**config.mk**
```make
export PLATFORM = sky130hd
export DESIGN_NAME = nconv_ram
export DESIGN_NICKNAME = d
export VERILOG_FILES = /design/src/rtl/nconv_ram.sv
export SDC_FILE = /design/constraint.sdc
export NUM_CORES = 1
export LEC_CHECK = 0
export ABC_AREA = 1
export BUFFER_PORTS_ARGS = -buffer_cell sky130_fd_sc_hd__buf_2
export CORE_MARGIN = 5
export CORE_UTILIZATION = 55
export CTS_CLUSTER_SIZE = 40
export DETAILED_ROUTE_END_ITERATION = 10
export PLACE_DENSITY_LB_ADDON = 0.12
export SLEW_MARGIN = 20
export SYNTH_ARGS = -nofsm -noshare
export SYNTH_HDL_FRONTEND = slang
export SYNTH_SLANG_ARGS = --single-unit
```
**constraint.sdc**
```tcl
create_clock -name clk -period 2.1 [get_ports clk]
set_input_delay 0.315 -clock clk [delete_from_list [all_inputs] [get_ports clk]]
set_output_delay 0.315 -clock clk [all_outputs]
set_load 0.05 [all_outputs]
```
**src/rtl/nconv_ram.sv**
```systemverilog
// ----------------------------------------------------------------------------
// nconv_ram
// Generic single-port RAM with registered read.
// ----------------------------------------------------------------------------
module nconv_ram #(
  parameter int Width = 8,
  parameter int Depth = 16
) (
  input  logic                     clk,
  input  logic                     we,
  input  logic [$clog2(Depth)-1:0] addr,
  input  logic [Width-1:0]         wdata,
  output logic [Width-1:0]         rdata
);
  logic [Width-1:0] mem [Depth];

  always_ff @(posedge clk) begin
    if (we) begin
      mem[addr] <= wdata;
    end
    rdata <= mem[addr];
  end
endmodule

```
; Word level (Yosys, flattened, before mapping)
; Memory sizes are Yosys's and may differ from the RTL's. A register that Yosys moved wholly into a read port is not among the register bits.
; Index checks and enable logic that the tools add are counted.
[totals]
regBits = 0
ramBits = 128
word_cells = 3
mem_count = 1
[classes]
mux = 2
[mem_list]
columns = name, words, width, read_ports, rd_ports_with_merged_regs, wr, line_no
row1 = mem, 16, 8, 1, 1, 1, 15  ; logic [Width-1:0] mem [Depth];
[op_table]
columns = cell, n
row1 = 2-to-1 mux 1 bit, 2

; Longest topological paths before layout
[logic_depth]
word_depth = 2
mapped_depth = 11

; Least setup slack after synthesis
; OpenSTA, ideal clock, no wires.
[synth_path]
kind = input to register
start = input addr[1]
end = memory mem[3][0], enable pin
setup_ns = 0.370
t_arrival_ns = 1.322
t_required_ns = 1.730
path_slack_ns = 0.408
path_stages = 4
n_path_buf = 2
path_cell_list = buf_2 > clkbuf_1 > nand3_1 > nor2_1
[synth_lines]
columns = item, line_no
row1 = start: declaration, 11  ; input logic [$clog2(Depth)-1:0] addr,
row2 = end: declaration, 15
; Straight into the memory's write port.

; Final worst setup path
[layout_path]
start = register rdata[5], read port of mem
end = output rdata[5]
[layout_lines]
columns = item, line_no
row1 = start: declaration, 13  ; output logic [Width-1:0] rdata
; No word-level cell between the ends.

==> impl_metrics.yaml <==
synth:
  ys_types: 11
  syn_avg_cell_area_um2: 10.2
  synth-seq-area-share_pct: 71.6
  netlist_top_cells_count: "nand2_1, edfxtp_1, inv_1"
  synth.area.top_cells: "edfxtp_1, nand2_1, dfxtp_1"
  synth_top_area_share_pct: 68.7
  synth_ff_type: "edfxtp_1"
  synthArstFlopShare_pct: 0
  synthesis.area_um2: 5590
  synthMostInstantiatedCell: "nand2_1"
  synth_edf_count: 128
  synth-seq-cells: 136
  yosys.area.top_type: "edfxtp_1"
  synth_warnings: 0
  syn-num-nets: 562
  synth_cells: 548
sta:
  max_slew_margin_pct: 54.3
  max_freq_mhz: 726
  tightest_slew_ns: 0.684
  finalCriticalPeriod_ns: 1.38
  finalSetupViolations: 0
  rsz0062_at_grt: "false"
  setup_tns_ns: 0
  slew_viol_final: 0
  finalCritPeriodShare_pct: 65.6
  hold_viol: 0
  clock_skew_ns: 0.00686
pwr:
  swShare_pct: 20.9
  p_leak_nw: 2.84
  switchingPower_mw: 1.35
  clkPwrFrac_pct: 46.3
  ir_drop_uv: 563
  p_int_mw: 5.12
  p_seq_share_pct: 47.1
  p_comb_share_pct: 6.6
  power_per_cell_area_nw_per_um2: 993
layout:
  regArea_um2: 4000
  post-route-cell-area_um2: 6520
  syn_to_final_growth_pct: 16.6
  drive_gt1_share_pct: 12.0
  fin_cells: 736
  multi_input_area_um2: 1390
  utilization_pct: 66.1
  fin_nets: 603
  nFillCells: 747
routing:
  first_pass_iters: 5
  routed_wl_mm: 12.0
  drt_iter0_drc: 266
  drc_errors: 0
  ant_nets: 0
  wl_per_cell_um: 16.2
  vias: 3698
  viasPerCell: 5.02
cts:
  post_cts_buffers: 0
  ctsRootBufferMaster: "clkbuf_8"
  cts_tree: "done"
  cts-htree-levels: 4
  cts_max_path_buffers: 2
  cts_buffers: 17
  clkTransAtPathRegs_ns: 0.06
  cts_resized: 0
  cts.sinks: 136
  clock_latency_ns: 0.51
  postCtsHoldBufs: 0
floorplanning:
  io_pins: 22
  row_count: 36
  initial_utilization_pct: 56.7
  core_um2: 9860
  die_w_um: 111
  die_y_um: 111
  dieArea_um2: 12300
grt:
  track_usage_pct: 20.6
  grt_max_degree: 49
  grt_pass1_vias: 3701
  grt-ovfl-total: 0
  grt_antenna_before_repair: 0
  grt_pass1_wl_mm: 19.4
critical_path:
  crit_fanout: 1
  required_ns: 1.78
  cpPeakStageDelay_ns: 0.30
  worst_setup_path_start_kind: "register"
  crit_family: "flip-flops"
  crit_slowest_cell: "dfxtp_1"
  critPathKind: "register to output pin"
  crit_arrival_ns: 1.06
  crit_chain: "buf_2"
  endpoint_kind: "output pin"
  cp.buffers_inverters: 1
place:
  io_buffers: 21
  gp_congestion: 0.865
  dp.cells: 703
  dpl.hpwl_mm: 7.49
  placedInstanceArea_um2: 5910
job:
  maxCapViolCount: 0
min_path:
  hp-class: "input pin to register"
status:
  outcome: "complete, no violations"
final timing paths:
path	startpoint	to	slack, ns	cells past startpoint
worst max-delay path	rdata[5]$_DFF_P_	rdata[5]	0.72	1
worst min-delay path	wdata[7]	mem[14][7]$_DFFE_PP_	0.23	1
worst max register to register	mem[14][1]$_DFFE_PP_	rdata[1]$_DFF_P_	1.03	8
worst min register to register	mem[3][5]$_DFFE_PP_	rdata[5]$_DFF_P_	0.74	8
metal layers:
| layer | wire [um] | share of wire (%) | track usage (%) | up-vias |
|---|---|---|---|---|
| met5 | 0 | 0 | 0 | - |
| met4 | 187 | 1.6 | 6.98 | 0 |
| met3 | 715 | 6.0 | 4.97 | 18 |
| met2 | 5720 | 48 | 33.3 | 95 |
| met1 | 5330 | 45 | 27.4 | 1751 |
| li1 | - | - | - | 1834 |
stage by stage:
| step | setup WS [ns] | power, mW | hold slack (ns) |
|---|---|---|---|
| 3_5_place_dp | 0.359 | 3.53 | 0.722 |
| 6_report | 0.723 | 6.47 | 0.233 |
| 4_1_cts | 0.701 | 6.50 | 0.231 |
| 3_3_place_gp | 0.376 | 3.53 | 0.723 |
| 5_1_grt | 0.671 | 6.70 | 0.227 |
| 2_1_floorplan | 0.408 | 3.38 | 0.414 |
layout make-up:
class / count / area share [%]
Sequential cell: 136 / 61.4
Inverter: 23 / 1.32
Multi-Input combinational cell: 368 / 21.3
Antenna cell: 1 / 0.0384
Clock buffer: 23 / 7.00
Timing Repair Buffer: 43 / 4.15
Tap cell: 133 / 2.55
Clock inverter: 9 / 2.26
layout by cell type (no fill, tap or decap), drive strengths merged:
cell / n
nand2: 346
edfxtp: 128
buf: 43
clkbuf: 23
inv: 22
nor2: 18
dfxtp: 8
clkinv: 5
nand3: 4
bufinv: 4
diode: 1
clkinvlp: 1
power groups by stage:
stage	combinational [mW]	sequential, mW	clock, mW
3_3_place_gp	0.424	3.10	0
3_5_place_dp	0.427	3.11	0
5_1_grt	0.477	3.05	3.16
6_report	0.428	3.05	2.99
2_1_floorplan	0.209	3.17	0
4_1_cts	0.431	3.05	3.02
flip-flops by register name, summed over array words and instances (netlist names):
| signal | cells |
|---|---|
| mem | 128 |
| rdata | 8 |
cell families (layout without fill, tap and decap cells):
kind of cell / count (synthesis) / after routing / share of synthesized area (%)
buffers and inverters: 44 / 98 / 3.62
flip-flops: 136 / 136 / 71.6
other: 0 / 1 / 0
AND/OR/NAND/NOR: 368 / 368 / 24.8
Power figures use the tool's default switching activity.
