`src/rtl/nconv_pkg.sv`:
```
// ----------------------------------------------------------------------------
// nconv_pkg
// Shared types, constants and helpers for the normalised 3x3 convolution.
// ----------------------------------------------------------------------------
package nconv_pkg;

  localparam int MaxWidth  = 1024;
  localparam int MaxHeight = 1024;
  localparam int ColW      = $clog2(MaxWidth);
  localparam int DimW      = 11;
  localparam int AccW      = 20;
  localparam int SumW      = 12;
  localparam int QW        = AccW + 1;

  localparam logic [2:0] RegColorMode = 3'd0;
  localparam logic [2:0] RegWidth     = 3'd1;
  localparam logic [2:0] RegHeight    = 3'd2;
  localparam logic [2:0] RegMaskTop   = 3'd3;
  localparam logic [2:0] RegMaskMid   = 3'd4;
  localparam logic [2:0] RegMaskBot   = 3'd5;

  typedef struct packed {
    logic [7:0] pixel_red;
    logic [7:0] pixel_green;
    logic [7:0] pixel_blue;
  } pixel_in_t;

  typedef struct packed {
    logic [9:0] out_x;
    logic [9:0] out_y;
    logic [7:0] out_red;
    logic [7:0] out_green;
    logic [7:0] out_blue;
    logic       zero_divisor;
  } pixel_out_t;

  // request from window stage to the divide unit
  typedef struct packed {
    logic                  valid;
    logic [9:0]            x;
    logic [9:0]            y;
    logic                  zd;
    logic                  rgb;
    logic signed [AccW-1:0] acc0;
    logic signed [AccW-1:0] acc1;
    logic signed [AccW-1:0] acc2;
  } div_req_t;

  function automatic logic [7:0] sat8(input logic signed [QW-1:0] q);
    if (q < 0) return 8'd0;
    if (q > 255) return 8'd255;
    return q[7:0];
  endfunction

endpackage

```
`src/rtl/nconv_div.sv`:
```
// ----------------------------------------------------------------------------
// nconv_div
// Sequential signed divider, one quotient bit per cycle, three channels.
// ----------------------------------------------------------------------------
module nconv_div (
  input  logic                          clk,
  input  logic                          rst,
  input  nconv_pkg::div_req_t           req,
  input  logic signed [nconv_pkg::SumW-1:0] divisor,
  output logic                          done,
  output nconv_pkg::pixel_out_t         result
);
  localparam int AccW = nconv_pkg::AccW;
  localparam int CntW = $clog2(AccW + 1);

  typedef enum logic [1:0] {IDLE, RUN, FIN} state_t;
  state_t state;

  logic [CntW-1:0] cnt;
  logic [AccW-1:0] quo [3];
  logic [AccW:0]   rem [3];
  logic [AccW-1:0] mag [3];
  logic            neg [3];
  logic [nconv_pkg::SumW-1:0] dmag;
  logic [9:0] x, y;
  logic zd, rgb;

  logic [AccW:0] trial [3];
  logic signed [nconv_pkg::QW-1:0] q [3];

  always_comb begin
    for (int c = 0; c < 3; c++) begin
      trial[c] = {rem[c][AccW-1:0], mag[c][AccW-1]};
      q[c] = neg[c] ? -$signed({1'b0, quo[c][nconv_pkg::QW-2:0]})
                    : $signed({1'b0, quo[c][nconv_pkg::QW-2:0]});
    end
  end

  always_ff @(posedge clk) begin
    if (rst) begin
      state <= IDLE;
      done  <= 1'b0;
      cnt   <= '0;
    end else begin
      done <= 1'b0;
      unique case (state)
        IDLE: begin
          if (req.valid) begin
            logic signed [AccW-1:0] a [3];
            a[0] = req.acc0; a[1] = req.acc1; a[2] = req.acc2;
            for (int c = 0; c < 3; c++) begin
              mag[c] <= a[c][AccW-1] ? AccW'(-a[c]) : AccW'(a[c]);
              rem[c] <= '0;
              quo[c] <= '0;
            end
            dmag  <= divisor[nconv_pkg::SumW-1] ? nconv_pkg::SumW'(-divisor)
                                                  : nconv_pkg::SumW'(divisor);
            x <= req.x; y <= req.y; zd <= req.zd; rgb <= req.rgb;
            cnt   <= '0;
            state <= req.zd ? FIN : RUN;
          end
        end
        RUN: begin
          for (int c = 0; c < 3; c++) begin
            if (trial[c] >= (AccW+1)'(dmag)) begin
              rem[c] <= trial[c] - (AccW+1)'(dmag);
              quo[c] <= {quo[c][AccW-2:0], 1'b1};
            end else begin
              rem[c] <= trial[c];
              quo[c] <= {quo[c][AccW-2:0], 1'b0};
            end
            mag[c] <= {mag[c][AccW-2:0], 1'b0};
          end
          cnt <= cnt + 1'b1;
          if (cnt == CntW'(AccW - 1)) state <= FIN;
        end
        FIN: begin
          result.out_x <= x;
          result.out_y <= y;
          result.zero_divisor <= zd;
          if (zd) begin
            result.out_red <= '0; result.out_green <= '0; result.out_blue <= '0;
          end else begin
            result.out_red   <= nconv_pkg::sat8(q[0]);
            result.out_green <= rgb ? nconv_pkg::sat8(q[1]) : nconv_pkg::sat8(q[0]);
            result.out_blue  <= rgb ? nconv_pkg::sat8(q[2]) : nconv_pkg::sat8(q[0]);
          end
          done  <= 1'b1;
          state <= IDLE;
        end
        default: state <= IDLE;
      endcase
    end
  end

  // sign flags captured at request time
  always_ff @(posedge clk) begin
    if (state == IDLE && req.valid) begin
      neg[0] <= req.acc0[AccW-1] ^ divisor[nconv_pkg::SumW-1];
      neg[1] <= req.acc1[AccW-1] ^ divisor[nconv_pkg::SumW-1];
      neg[2] <= req.acc2[AccW-1] ^ divisor[nconv_pkg::SumW-1];
    end
  end
endmodule

```
`config.mk`:
```
export PLATFORM = sky130hd
export DESIGN_NAME = nconv_div
export DESIGN_NICKNAME = d
export VERILOG_FILES = /design/src/rtl/nconv_pkg.sv /design/src/rtl/nconv_div.sv
export SDC_FILE = /design/constraint.sdc
export NUM_CORES = 1
export LEC_CHECK = 0
export BUFFER_PORTS_ARGS = -buffer_cell sky130_fd_sc_hd__buf_2
export CORE_ASPECT_RATIO = 1.25
export CORE_MARGIN = 5
export CORE_UTILIZATION = 45
export DETAILED_ROUTE_END_ITERATION = 12
export HOLD_SLACK_MARGIN = 0.05
export SLEW_MARGIN = 20
export SYNTH_ARGS = -nofsm -noshare
export SYNTH_HDL_FRONTEND = slang
export SYNTH_SLANG_ARGS = --single-unit
```
`constraint.sdc`:
```
create_clock -name clk -period 11.8 [get_ports clk]
set_input_delay 0.59 -clock clk [delete_from_list [all_inputs] [get_ports clk]]
set_output_delay 0.59 -clock clk [all_outputs]
set_load 0.1 [all_outputs]
```
After elaboration in Yosys (flattened, before gate mapping)

Memory sizes are Yosys's and may differ from the RTL's.
Cells that the tools add are included.

$add $sub $neg: 11
Multipliers: 0
Div/mod/pow operators: 0
Magnitude comparators: 9
Equal/unequal tests: 5
Shift-type cells: 0
Mux-type cells: 103
Bitwise gates (word level): 19
Reduce and logical (&&, ||, !) cells: 7

Operator list:

| cell                | count |
|---|---|
| $mux 20             | 12 |
| $mux 21             | 9 |
| $mux 8              | 14 |
| $ge 21x12->1        | 3 |
| $gt 21x9->1 const B | 3 |
| $lt 21x1->1 const B | 3 |
| $neg 20->21         | 3 |
| $sub 21x12->21      | 3 |
| $mux 1              | 61 |
| $neg 20->20         | 3 |
| $or 1x1->1          | 15 |
| $neg 12->12         | 1 |
| $mux 11             | 1 |
| $pmux 5 s2          | 1 |
| $mux 2              | 3 |
| $reduce_and 2->1    | 3 |
| $add 5x1->5 const B | 1 |
| $eq 5x5->1 const B  | 1 |
| $mux 5              | 1 |
| $ne 2x2->1 const B  | 2 |
| $pmux 2 s2          | 1 |
| $reduce_and 3->1    | 1 |
| $xor 1x1->1         | 3 |
| $eq 2x1->1 const B  | 1 |
| 5 further kinds     | 5 |

Flip-flop bits (word level): 87
Latch bits: 0
RAM bits: 186
Bits in read-only memories: 0
Input port bits: 97
Word-level logic and storage cells: 173
Memories: 4

Memory list:

| name | words | width | read ports | clocked after Yosys merged registers in | wr ports | line            | source |
|---|---|---|---|---|---|---|---|
| rem  | 3     | 21    | 3          | 0                                       | 3        | nconv_div.sv:21 | `logic [AccW:0] rem [3];` |
| mag  | 3     | 20    | 3          | 0                                       | 3        | nconv_div.sv:22 | `logic [AccW-1:0] mag [3];` |
| quo  | 3     | 20    | 3          | 0                                       | 3        | nconv_div.sv:20 | `logic [AccW-1:0] quo [3];` |
| neg  | 3     | 1     | 3          | 0                                       | 3        | nconv_div.sv:23 | `logic neg [3];` |

Longest topological paths before layout

Gate-level depths: netlist of the first run.

Word-level depth: 14
Mapped depth: 12
Depth with buffers taken out: 12

Worst setup path before layout of the first run

OpenSTA, ideal clock, no wires.

Path type: input-to-reg
From: input req[82] (netlist bit)
To: memory quo[2][0]
Library setup time: 0.401 ns
Data arrival time: 6.473 ns
Data required time: 11.399 ns
Path slack: 4.925 ns
Stages on the path: 3
Path through: nor2_1 nor3_1 o22ai_1

RTL lines:

| element     | line            | source |
|---|---|---|
| from (decl) | nconv_div.sv:8  | `input nconv_pkg::div_req_t req,` |
| to (decl)   | nconv_div.sv:20 |  |

==> out/qor.yml, run 1 <==
timing:
  timing.clock.skew_ns: 0.0182
  grt_setup_unrepaired: "false"
  period_needed_ns: 3.58
  clock.fmax_mhz: 279
  worst_pin_slew_ns: 0.953
  report.final.slew_viol_count: 0
  fin_crit_sh_pct: 30.4
  holdWs_ns: 0.211
  final_tns_setup_ns: 0
  hold_violations: 0
  max-slew-margin-rel_pct: 36.4
  setup_viol: 0
synthesis:
  synth_warnings: 0
  synthesis.instances: 1464
  synth_ff_type: "edfxtp_1"
  yosys.cell_types.count: 79
  ys_ff_latch: 270
  seq_area_frac_synth_pct: 52.4
  synth_commonest_cells: "edfxtp_1 (261), nand2_1 (159), nor2_1 (146)"
  synth.avg_cell_area_um2: 10.5
  synth_largest_type_area_fraction_pct: 51.2
  synth.net_count: 1608
  synth-async-reset-ratio_pct: 0
  count_of_flip_flops_with_a_built_in_enable_after_synthesis: 261
  netlist_area_mm2: 0.0153
  library_cell_with_the_highest_instance_count_after_synthesis: "edfxtp_1"
  yosys-top-cells-area: "edfxtp_1 (51%), nand2_1 (3.9%), xor2_1 (3.8%)"
  yosysTopAreaCell: "edfxtp_1"
drt:
  dr.first_iter.drc_count: 726
  remaining_design_rule_violation_count: 0
  route.detailed.wl_per_inst_um: 16.3
  wirelength_um: 33100
  first_pass_iters: 5
  route.antenna.remaining_nets: 0
  route.vias.total: 11300
  avgViaCountPerCell: 5.55
cts:
  cts_buffer_depth: 3
  cts_tree: "done"
  cts-buffers-inserted: 29
  cts_hold_buffers: 0
  clk_pin_slew_ns: 0.06
  ctsHtreeMaxLevel: 1
  cts_sinks: 270
  cts.repair.resized: 0
  post-cts-setup-buffer-count: 0
  clk_root_buffer_cell: "clkbuf_16"
  clock_insertion_delay_worst_skew_ns: 0.56
critical_path:
  cp_num_buf_inv: 1
  type_of_element_launching_the_critical_path: "register"
  worst_path_dominant_cell_family: "simple AND/OR/NAND/NOR gates"
  critical-path-max-stage-delay_ns: 0.82
  crit_path_frequent_cell: "nor4_4"
  setup.reg_to_reg.worst_slack_ns: 8.22
  cp_cell_sequence: "inv_1, ha_1, or3b_2, nor4_4, nand3b_1, xnor2_1, a21oi_1, nor4_4, a21boi_1, or2_1"
  crit-reg2reg-launch: "quo[0][0]$_SDFFCE_PN0P_"
  critPathRequiredTime_ns: 12.11
  reg2reg_depth: 10
  worst_setup_end_kind: "register"
  worst_ep_arrival_time_ns: 3.90
  crit_path_slowest_cell: "nor4_4"
  reg2reg_to: "result[9]$_SDFFCE_PP0P_"
  timing.setup.critical_path_class: "register to register"
  crit_path_max_fanout: 16
floorplan:
  die_area_mm2: 0.0378
  num_rows: 75
  initial_utilization_pct: 45.6
  io_pins: 143
  die_width_um: 175
  chipHeight_um: 216
  floorplan.core_area_mm2: 0.0336
pwr:
  cellPowerDensity_mw_per_mm2: 138
  intPower_mw: 1.75
  switching_power_mw: 0.643
  fraction_of_power_consumed_by_combinational_cells_pct: 14.1
  swShare_pct: 26.9
  power_frac_seq_pct: 48.6
  vdd_ir_drop_max_mv: 0.104
  clock_power_share_pct: 37.2
  leakagePower_nw: 6.34
final_layout:
  final_net_count: 1730
  area_delta_synth_final_pct: 13.2
  antenna_cells: 0
  layout-drive-gt1-share_pct: 15.0
grt:
  largest_net_degree_at_the_start_of_global_routing: 76
  globalRouteOverflowTotal: 0
  grt_antenna_before_repair: 0
  grt_pass1_vias: 11100
  grt_pass1_wl_um: 54700
  globalRouteTotalUtil_pct: 17.2
placed_design:
  port-buffer-count: 142
  place.gp.congestion: 0.873
  place_hpwl_um: 23200
worst_hold_path:
  worstHoldPathType: "input port to register"
  min_path_cells: 1
  timing.hold.worst_endpoint: "y[3]$_DFFE_PP_"
  min-delay-start: "req[65]"
flow_run:
  number_of_max_cap_violations: 0
run_status:
  outcome: "finished clean"
==> power groups by stage <==
| stage | combinational (mW) | clock (mW) | sequential [mW] |
|---|---|---|---|
| after global routing | 0.379 | 0.956 | 1.17 |
| after detailed placement | 0.341 | 0 | 1.18 |
| after floorplan | 0.229 | 0 | 1.20 |
| final | 0.338 | 0.889 | 1.16 |
| after global placement | 0.335 | 0 | 1.18 |
| after CTS | 0.342 | 0.913 | 1.16 |
==> worst max-delay path by stage <==
stage                                        from                 endpoint  slack, ns  cells after the start
final                     quo[0][0]$_SDFFCE_PN0P_  result[9]$_SDFFCE_PP0P_       8.22                     10
after global routing      quo[0][0]$_SDFFCE_PN0P_  result[9]$_SDFFCE_PP0P_       7.97                     10
after CTS                 quo[0][0]$_SDFFCE_PN0P_  result[9]$_SDFFCE_PP0P_       8.21                     10
after detailed placement  quo[0][0]$_SDFFCE_PN0P_  result[9]$_SDFFCE_PP0P_       8.21                     10
after global placement    quo[0][0]$_SDFFCE_PN0P_  result[9]$_SDFFCE_PP0P_       8.31                     10
after floorplan                           req[82]   quo[2][0]$_SDFFE_PP0P_       4.93                      3
==> cells in the final DEF, fill, tap and decap left out, types with 29 or more instances in the layout <==
cell type,instances
clkbuf_16,29
nor2_1,144
buf_2,142
edfxtp_1,261
nand2_1,159
inv_1,46
o21ai_0,111
and2_1,46
xor2_1,67
or3_1,37
a21oi_1,87
xnor2_1,54
ha_1,44
==> flip-flops by register name (all words and copies together) (netlist names) <==
| name | cells |
|---|---|
| mag | 60 |
| quo | 60 |
| rem | 60 |
| result | 45 |
| dmag | 12 |
| x | 10 |
| y | 10 |
| cnt | 5 |
| neg | 3 |
| state | 2 |
| done | 1 |
| rgb | 1 |
| zd | 1 |
==> area by class of cell <==
class                   count  area (µm²)
fillers                  3068       16300
flip-flops and latches    270        8020
multi-input cells        1087        6910
repair buffers            152         786
clock buffers              33         741
well taps                 423         529
clock inverters            20         183
inverters                  46         173
==> per-stage QoR <==
stage	cells	utilization [%]	total power [mW]	instance area [µm²]	setup WS [ns]
3_5_place_dp	1978	48.8	1.52	16400	8.21
5_1_grt	2031	51.6	2.50	17300	7.97
6_report	2031	51.6	2.39	17300	8.22
4_1_cts	2031	51.6	2.42	17300	8.21
3_3_place_gp	1978	48.8	1.52	16400	8.31
2_1_floorplan	1464	-	1.43	15300	4.93
==> routing by layer <==
| metal | routed length, µm | global-route usage, % |
|---|---|---|
| met3 | 1520 | 2.72 |
| met2 | 16100 | 30.0 |
| met1 | 14800 | 22.4 |
| met5 | 0 | 0 |
| met4 | 751 | 4.53 |
==> worst reg2reg max path: stages, from the launching register on <==
cell and delay (ns):
edfxtp_1 0.42, inv_1 0.16, ha_1 0.18, or3b_2 0.56
nor4_4 0.32, nand3b_1 0.13, xnor2_1 0.16, a21oi_1 0.12
nor4_4 0.82, a21boi_1 0.20, or2_1 0.26
==> logic make-up after synthesis <==
kind of cell             share of synthesized area [%]
XOR/XNOR                                          6.92
multiplexers                                     0.858
flip-flops                                        52.4
AND/OR/NAND/NOR                                   19.2
AO/OA/AOI/OAI                                     13.8
adder cells (fa/ha/maj)                           3.99
buffers and inverters                             2.80
Power figures use the tool's default switching activity.
==> run 2: changes to the inputs <==
--- a/config.mk
+++ b/config.mk
@@ -11,6 +11,7 @@
 export CORE_UTILIZATION = 45
 export DETAILED_ROUTE_END_ITERATION = 12
 export HOLD_SLACK_MARGIN = 0.05
+export PLACE_DENSITY = 0.66
 export SLEW_MARGIN = 20
 export SYNTH_ARGS = -nofsm -noshare
 export SYNTH_HDL_FRONTEND = slang
==> constraint.sdc (replaced) <==
create_clock -name clk -period 2.97 [get_ports clk]
set_input_delay 0.1485 -clock clk [delete_from_list [all_inputs] [get_ports clk]]
set_output_delay 0.1485 -clock clk [all_outputs]
set_load 0.1 [all_outputs]
==> out/qor.yml, run 2 (synthesized netlist as in run 1, its figures left out) <==
run_status:
  outcome: "finished, violations left"
  failed_checks: "negative setup slack"
floorplan:
  num_rows: 75  # unchanged
  die_width_um: 175  # unchanged
  die_area_mm2: 0.0378  # unchanged
  chipHeight_um: 216  # unchanged
  io_pins: 143  # unchanged
  floorplan.core_area_mm2: 0.0336  # unchanged
  initial_utilization_pct: 45.6  # unchanged
cts:
  cts_tree: "done"
  clk_root_buffer_cell: "clkbuf_16"
  clock_insertion_delay_worst_skew_ns: 0.56  # about the same
  ctsHtreeMaxLevel: 1  # unchanged
  cts_sinks: 270  # unchanged
  cts_buffer_depth: 3  # unchanged
  clk_pin_slew_ns: 0.06  # about the same
  cts-buffers-inserted: 29  # unchanged
final_layout:
  layout-drive-gt1-share_pct: 21.5  # +6.5 points
  utilization_pct: 57.6  # +6.0 points
  final_net_count: 1924  # +11%
  top_regs: "mag: 60 flops, quo: 60 flops, rem: 60 flops"
  layout.cells.most_common_list: "edfxtp_1 (261), nand2_1 (158), nor2_1 (144)"
  area_delta_synth_final_pct: 26.5
  layout_commonest_cell: "edfxtp_1"
  stdcell_area_mm2: 0.0194  # +12%
placed_design:
  place_hpwl_um: 24200  # +4.3%
  place.gp.congestion: 0.895  # +2.5%
  pre_cts_slack_ns: -0.0883  # -8.30 ns
  detailed_place.area_mm2: 0.0171  # +4.5%
  port-buffer-count: 142  # unchanged
grt:
  largest_net_degree_at_the_start_of_global_routing: 99  # +30%
  grt_antenna_before_repair: 1  # +1
  grt_pass1_vias: 11900  # +7.2%
  globalRouteTotalUtil_pct: 18.1  # +0.93 points
  globalRouteOverflowTotal: 0  # unchanged
  grt_pass1_wl_um: 57700  # +5.4%
timing:
  clock.fmax_mhz: 334  # +20%
  final_tns_setup_ns: -0.0716  # -0.0716 ns
  period_needed_ns: 2.99  # -0.592 ns
  hold_violations: 0  # unchanged
  max-slew-margin-rel_pct: 49.4  # +13 points
  grt_setup_unrepaired: "true"
  report.final.slew_viol_count: 0  # unchanged
  timing.clock.skew_ns: 0.0237  # +0.00549 ns
  final_critical_path_setup_slack_ns: -0.0219  # -8.24 ns
  worst_pin_slew_ns: 0.759  # -0.194 ns
  setup_viol: 7  # +7
  fin_crit_sh_pct: 101  # +70 points
drt:
  wirelength_um: 35300  # +6.6%
  first_pass_iters: 5  # unchanged
  remaining_design_rule_violation_count: 0  # unchanged
  met3_length_um: 1600  # +5.2%
  route.vias.total: 12100  # +7.5%
  dr.max_layer_used: "met4"
  route.antenna.remaining_nets: 0  # unchanged
  route.detailed.wl_per_inst_um: 15.9  # -2.7%
  avgViaCountPerCell: 5.44  # -1.9%
  dr.first_iter.drc_count: 746  # +2.8%
  routedLengthMet1_um: 14700  # -0.50%
  dr_wl_met2_um: 18100  # +13%
pwr:
  vdd_ir_drop_max_mv: 0.416  # +300%
  cellPowerDensity_mw_per_mm2: 506  # +270%
  leakagePower_nw: 7.29  # +15%
  total_power_mw: 9.80  # +310%
critical_path:
  type_of_element_launching_the_critical_path: "register"
  timing.setup.critical_path_class: "register to register"
  worst_setup_end_kind: "register"
  worst_ep_arrival_time_ns: 3.26  # -0.64 ns
  critPathRequiredTime_ns: 3.24  # -8.87 ns
  setup.reg_to_reg.worst_slack_ns: -0.02  # -8.24 ns
  crit_path_max_fanout: 4  # -12
worst_hold_path:
  worstHoldPathType: "input port to register"
flow_run:
  number_of_max_cap_violations: 0  # unchanged
-- run 2: cell types whose count changed in the layout (fill, tap and decap cells not counted), sizes merged --
cell         previous run  this run
dlygate4sd3             0        89
inv                    48        46
buf                   152       257
clkinv                 12         8
diode                   0         1
clkbuf                 33        39
bufinv                  2         3
clkinvlp                4         2
-- run 2: worst paths after layout --
path | start | to | cells past startpoint
worst max-delay path | quo[0][0]$_SDFFCE_PN0P_ | result[5]$_SDFFCE_PP0P_ | 12
worst min-delay path | req[41] | mag[0][1]$_DFFE_PP_ | 3
worst max register to register | quo[0][0]$_SDFFCE_PN0P_ | result[5]$_SDFFCE_PP0P_ | 12
worst min register to register | x[4]$_DFFE_PP_ | result[39]$_DFFE_PP_ | 0
-- run 2: stage by stage --
stage          std cells  hold slack, ns
4_1_cts             2205          0.0565
6_report            2225          0.0579
3_3_place_gp        2063           0.326
5_1_grt             2225          0.0674
3_5_place_dp        2063           0.327
2_1_floorplan       1464           0.224
-- run 2: routing by layer --
| metal | GRT usage (%) | vias up |
|---|---|---|
| met5 | 0 | - |
| met4 | 5.69 | 0 |
| met3 | 2.74 | 51 |
| met2 | 33.1 | 253 |
| met1 | 22.1 | 5778 |
| li1 | - | 6031 |
-- run 2: power breakdown --
group          switching, mW  total, mW  internal, mW
Combinational          0.944       1.64         0.691
Clock                   1.46       3.58          2.12
Sequential             0.128       4.58          4.45
-- run 2: final cells by class --
| type | instances | area, µm² |
|---|---|---|
| multi-input combinational | 1087 | 7160 |
| sequential | 270 | 8020 |
| fill | 2840 | 14200 |
| timing repair buffer | 346 | 2540 |
| antenna | 1 | 2.50 |
| tap | 423 | 529 |
| clock buffer | 39 | 793 |
| clock inverter | 13 | 140 |
| inverter | 46 | 173 |
-- run 2: timing repair --
action | in CTS | in global routing
resized for setup | 6 | 60
pin swaps | 4 | 46
setup buffers | 1 | 18
cloned | 0 | 1
setup endpoints to repair | 8 | 64
endpoints found under the hold margin | 93 | 0
hold buffers | 89 | 0
-- run 2: critical path, cell delays in order (launching register included) --
cell and delay (ns):
edfxtp_1 0.44, inv_2 0.12, ha_4 0.14, or3b_4 0.41, nor4_4 0.29, buf_4 0.17
nand3b_1 0.08, xnor2_1 0.17, a21oi_1 0.13, nor4_4 0.33, buf_2 0.22, a211o_1 0.17
o21ai_1 0.07
